==> src/rtl/crc8f_pkg.sv <==
// ----------------------------------------------------------------------------
// crc8f_pkg
// shared types, constants and the bytewise crc-8 update for the frame checker
// ----------------------------------------------------------------------------
`default_nettype none

package crc8f_pkg;

  localparam int unsigned ByteW    = 8;
  localparam int unsigned DataW    = 32;
  localparam int unsigned AddrW    = 3;

  localparam logic [ByteW-1:0] CrcPoly   = 8'h07;
  localparam logic [ByteW-1:0] CrcInit   = 8'hFF;
  localparam logic [ByteW-1:0] MinFrame  = 8'd3;
  localparam logic [ByteW-1:0] LenReset  = 8'd4;
  localparam logic [ByteW-1:0] StartReset = 8'd64;

  // register indexes, selected by paddr[2]
  localparam logic RegFrameLength = 1'b0;
  localparam logic RegStartByte   = 1'b1;

  typedef struct packed {
    logic [ByteW-1:0] frame_length;
    logic [ByteW-1:0] lead_byte;
  } cfg_t;

  // msb first, no reflection, no final xor
  function automatic logic [ByteW-1:0] crc8_byte(input logic [ByteW-1:0] crc,
                                                 input logic [ByteW-1:0] data);
    logic [ByteW-1:0] v;
    v = crc ^ data;
    for (int i = 0; i < ByteW; i++) begin
      if (v[ByteW-1]) begin
        v = {v[ByteW-2:0], 1'b0} ^ CrcPoly;
      end else begin
        v = {v[ByteW-2:0], 1'b0};
      end
    end
    return v;
  endfunction

endpackage

`default_nettype wire

==> src/rtl/crc8f_regs.sv <==
// ----------------------------------------------------------------------------
// crc8f_regs
// apb register file holding frame length and start byte
// ----------------------------------------------------------------------------
`default_nettype none

module crc8f_regs (
  input  wire logic                          clk,
  input  wire logic                          rst_n,
  input  wire logic                          psel,
  input  wire logic                          penable,
  input  wire logic                          pwrite,
  input  wire logic [crc8f_pkg::AddrW-1:0]   paddr,
  input  wire logic [crc8f_pkg::DataW-1:0]   pwdata,
  output logic      [crc8f_pkg::DataW-1:0]   prdata,
  output logic                               pready,
  output crc8f_pkg::cfg_t                    cfg
);

  crc8f_pkg::cfg_t cfg_r;
  crc8f_pkg::cfg_t cfg_nxt;
  logic            wr_en;

  assign pready = 1'b1;
  assign wr_en  = psel && penable && pwrite && pready;

  always_comb begin
    cfg_nxt = cfg_r;
    if (wr_en) begin
      case (paddr[2])
        crc8f_pkg::RegFrameLength: cfg_nxt.frame_length = pwdata[crc8f_pkg::ByteW-1:0];
        crc8f_pkg::RegStartByte:   cfg_nxt.lead_byte    = pwdata[crc8f_pkg::ByteW-1:0];
        default: ;
      endcase
    end
  end

  always_ff @(posedge clk) begin
    if (!rst_n) begin
      cfg_r.frame_length <= crc8f_pkg::LenReset;
      cfg_r.lead_byte    <= crc8f_pkg::StartReset;
    end else begin
      cfg_r <= cfg_nxt;
    end
  end

  always_comb begin
    prdata = '0;
    case (paddr[2])
      crc8f_pkg::RegFrameLength: prdata[crc8f_pkg::ByteW-1:0] = cfg_r.frame_length;
      crc8f_pkg::RegStartByte:   prdata[crc8f_pkg::ByteW-1:0] = cfg_r.lead_byte;
      default: prdata = '0;
    endcase
  end

  assign cfg = cfg_r;

endmodule

`default_nettype wire
==> config.mk <==
export PLATFORM = sky130hd
export DESIGN_NAME = crc8f_regs
export DESIGN_NICKNAME = d
export VERILOG_FILES = /design/src/rtl/crc8f_pkg.sv /design/src/rtl/crc8f_regs.sv
export SDC_FILE = /design/constraint.sdc
export NUM_CORES = 1
export LEC_CHECK = 0
export BUFFER_PORTS_ARGS = -buffer_cell sky130_fd_sc_hd__buf_2
export CAP_MARGIN = 20
export CELL_PAD_IN_SITES_DETAIL_PLACEMENT = 1
export CELL_PAD_IN_SITES_GLOBAL_PLACEMENT = 1
export CORE_ASPECT_RATIO = 0.8
export CORE_UTILIZATION = 24
export DETAILED_ROUTE_END_ITERATION = 7
export HOLD_SLACK_MARGIN = 0.03
export MAX_ROUTING_LAYER = met4
export PLACE_DENSITY_LB_ADDON = 0.1
export SETUP_SLACK_MARGIN = 0.1
export SKIP_CTS_REPAIR_TIMING = 1
export SLEW_MARGIN = 20
export SYNTH_ARGS = -nofsm -noshare
export SYNTH_HDL_FRONTEND = slang
export SYNTH_SLANG_ARGS = --single-unit
==> constraint.sdc <==
create_clock -name clk -period 0.83 [get_ports clk]
set_input_delay 0.1245 -clock clk [delete_from_list [all_inputs] [get_ports clk]]
set_output_delay 0.1245 -clock clk [all_outputs]
set_load 0.03 [all_outputs]
# After elaboration in Yosys (flattened, before gate mapping)
# Cells that the tools add are included.
# totals
out_inout_bits	49
regBits	16
input_bits	40
wordCells	8
# classes
bitwise_logic	1
n_reduce_logical	4
muxes	1
# op_table
cell	n
$pmux W8 S2	1
$reduce_and A2 Y1	2
$logic_and A1 B1 Y1	2
$not A1 Y1	1

# Depth between registers and ports, before layout
# logic_depth
ltp_word	3
depth_mapped	4
depth_no_buf	2

# Worst setup path after synthesis
# No wires, ideal clock.
# synth_path
path_type	register to output
startpoint	reg cfg_r, in the netlist cfg[6]
endpoint	out prdata[6] in the netlist's numbering
stages_incl_launch_ff	2
arrival_time_ns	0.814
path_slack_ns	-0.109
n_path_buf	0
t_required_ns	0.706
path_cell_list	dfxtp_1 mux2_2
# synth_via
elab_chain_len	1
# synth_lines
item	line_no	rtl
from (decl)	crc8f_regs.sv:20	crc8f_pkg::cfg_t cfg_r;
from (signal assigned)	crc8f_regs.sv:43	cfg_r <= cfg_nxt;
$pmux W8 S2	crc8f_regs.sv:49	case (paddr[2])
to (decl)	crc8f_regs.sv:15	output logic [crc8f_pkg::DataW-1:0] prdata,
# No other way between the ends.

# Final worst setup path
# layout_path
startpoint	reg cfg_r, in the netlist cfg[8]
endpoint	out prdata[0] in the netlist's numbering
# The elaborated chain is that of the path after synthesis.

==> results by group <==
Critical path
  • Worst path required time: 0.71 ns
  • Worst-path cell chain: mux2_4 -> buf_6
  • Max Fanout on Critical Path: 2
  • Crit-path slowest cell: dfxtp_4
  • Critical path buffer and inverter count: 1
  • Largest stage delay, worst path: 0.34 ns
  • Worst endpoint data arrival time: 1.00 ns
  • Crit. End Element: output port
  • Crit Path Class: reg -> out
  • Crit start category: flop
  • Top Family by Delay on Critical Path: flip-flops

CTS
  • Clock transition at path regs: 0.06 ns
  • Clock Latency Late Sink: 0.25 ns
  • CTS tree: built
  • Clock Tree Buf Depth: 2
  • H-tree level count: 1
  • Root Buffer: clkbuf_8
  • Num CTS Buffers: 3
  • Clk sink count: 16

Routing
  • DRC: 0
  • Post-DRT Antenna Nets: 0
  • Post-Route WL: 2460 µm
  • Drt first pass iters: 3
  • First DRT Iteration DRCs: 7
  • Vias/cell: 3.83
  • Via count: 820
  • WL/cell: 11.5 µm

Placed design
  • GPL Wtd Cong: 0.657
  • IO buf count: 37
  • DP Cell Count: 209
  • Placed cell area: 1320 µm²
  • Detailed Place HPWL: 1870 µm

Die
  • DIE HEIGHT: 58.6 µm
  • Die Wd: 72.8 µm
  • Die ar.: 4270 µm²
  • Area of the core: 3830 µm²
  • Initial Util: 25.1%
  • Floorplan row count: 20
  • Ports: 89

Pwr
  • LEAKAGE: 0.818 nW
  • Maximum vdd drop: 866 µV
  • P per Cell Area: 1170 nW/µm²

Cells and area
  • Final Cell Area: 1610 µm²
  • Layout cells sized above 1: 58.5%
  • Layout Nets: 201
  • Core Util, Final: 42.0%
  • Layout area overhead: 67.0%
  • Commonest non-fill, non-tap cells in the layout: buf_6, conb_1, nand2_1, mux2i_1, buf_2
  • Layout fillers: 448
  • ANT cells: 0
  • Number of flip-flops in the largest register: 16
  • Most common cell after layout, fill and taps aside: buf_6
  • Final cell count without fillers: 214

Timing
  • Clk_skew: 0 ns
  • Period minus WS final: 1.12 ns
  • Final Hold Violating Endpoints: 0
  • FMAX: 0.889 GHz
  • Hold Slack: 0.126 ns
  • Final setup viols: 24
  • Final period utilization: 136%
  • Unrepaired setup endpoints after global routing: yes
  • Fin Setup TNS: -4.14 ns
  • Max Transition Viols Final: 0
  • Setup WS post-layout: -0.295 ns

Synthesis
  • Post-Synth Adder-Cell Area: 0%
  • Compound-Gate Fraction of Synth Area: 0%
  • Largest family of logic cells by synthesized area: multiplexers
  • Post-Syn Area: 962 µm²
  • Avg Cell Area, Syn: 9.43 µm²
  • Sequential area share after synthesis: 33.3%
  • Post-synthesis cell count: 102
  • Simple-Gate Fraction of Synth Area: 15.3%
  • XOR/XNOR Fraction of Synth Area: 0%
  • Synth warnings: 0
  • Mux contribution to synthesized area: 26.0%
  • Post-synthesis cell type count: 12
  • Register bit total from synthesis: 16

Global routing
  • Vias in the first global route: 717
  • Largest net degree at the start of global routing: 15
  • Initial antenna violation count: 0
  • GRT Resource Usage Total: 11.6%
  • First-pass GRT wire length: 3480 µm
  • GRT overflow: 0

Outcome
  • Run status: finished, violations left
  • Failing checks: negative setup slack

Run
  • Max cap viols: 0

Worst hold path
  • Worst Hold Class: in -> reg
## worst min-delay path, delay by kind of cell
kind                   cells  cell delay (ns)
buffers and inverters      1             0.10
multiplexers               1             0.06
AND/OR/NAND/NOR            1             0.05
## stage by stage
step                power [mW]  setup WS [ns]
floorplan                 1.21         0.0200
global route              1.98         -0.324
CTS                       1.85         -0.338
global placement          1.24         -0.208
detailed placement        1.25         -0.231
finish                    1.89         -0.295
## path summary, 6_finish.rpt
kind / start / endpoint / slack [ns] / cells after the start
min reg2reg: cfg[5] / cfg[5] / 0.57 / 3
max reg2reg: cfg[7] / cfg[7] / 0.06 / 4
min: pwdata[2] / cfg[2] / 0.13 / 3
max: cfg[8] / prdata[0] / -0.29 / 2
## cell families (layout without fill, tap and decap cells)
family,Yosys count,after routing
buffers and inverters,31,65
and+or+nand+nor,29,29
muxes,24,24
DFF,16,16
other,2,25
## final cells by class
type | count | area, µm² | area share (%)
sequential | 16 | 360 | 22.4
multi-input combinational | 78 | 527 | 32.8
timing repair buffer | 62 | 609 | 37.9
tap | 55 | 68.8 | 4.28
clock buffer | 3 | 41.3 | 2.57
## metal layers
layer | vias to the layer above | share of wire (%) | GRT usage [%] | wire (µm)
li1 | 398 | - | - | -
met1 | 387 | 41 | 12.9 | 1010
met2 | 33 | 52 | 19.8 | 1280
met3 | 2 | 5.9 | 4.28 | 146
met4 | 0 | 0.69 | 3.36 | 17
met5 | - | 0 | - | 0
## where the power goes
part           total (mW)  switching, mW  internal, mW
clock network       0.584          0.262         0.322
registers           0.778         0.0111         0.767
logic               0.526          0.328         0.199
## cell usage after synthesis
library cell   n  share of area (%)
buf_4         25                 20
nand2_1       22                8.6
dfxtp_1       16                 33
mux2i_1       16                 17
mux2_2         8                9.4
nor2b_1        4                2.6
buf_2          3                1.6
buf_6          3                3.5
conb_1         2               0.78
and4_2         1                1.0
nand4_1        1               0.65
nand4b_4       1                2.5
No activity file was read; power rests on OpenSTA's default activity.
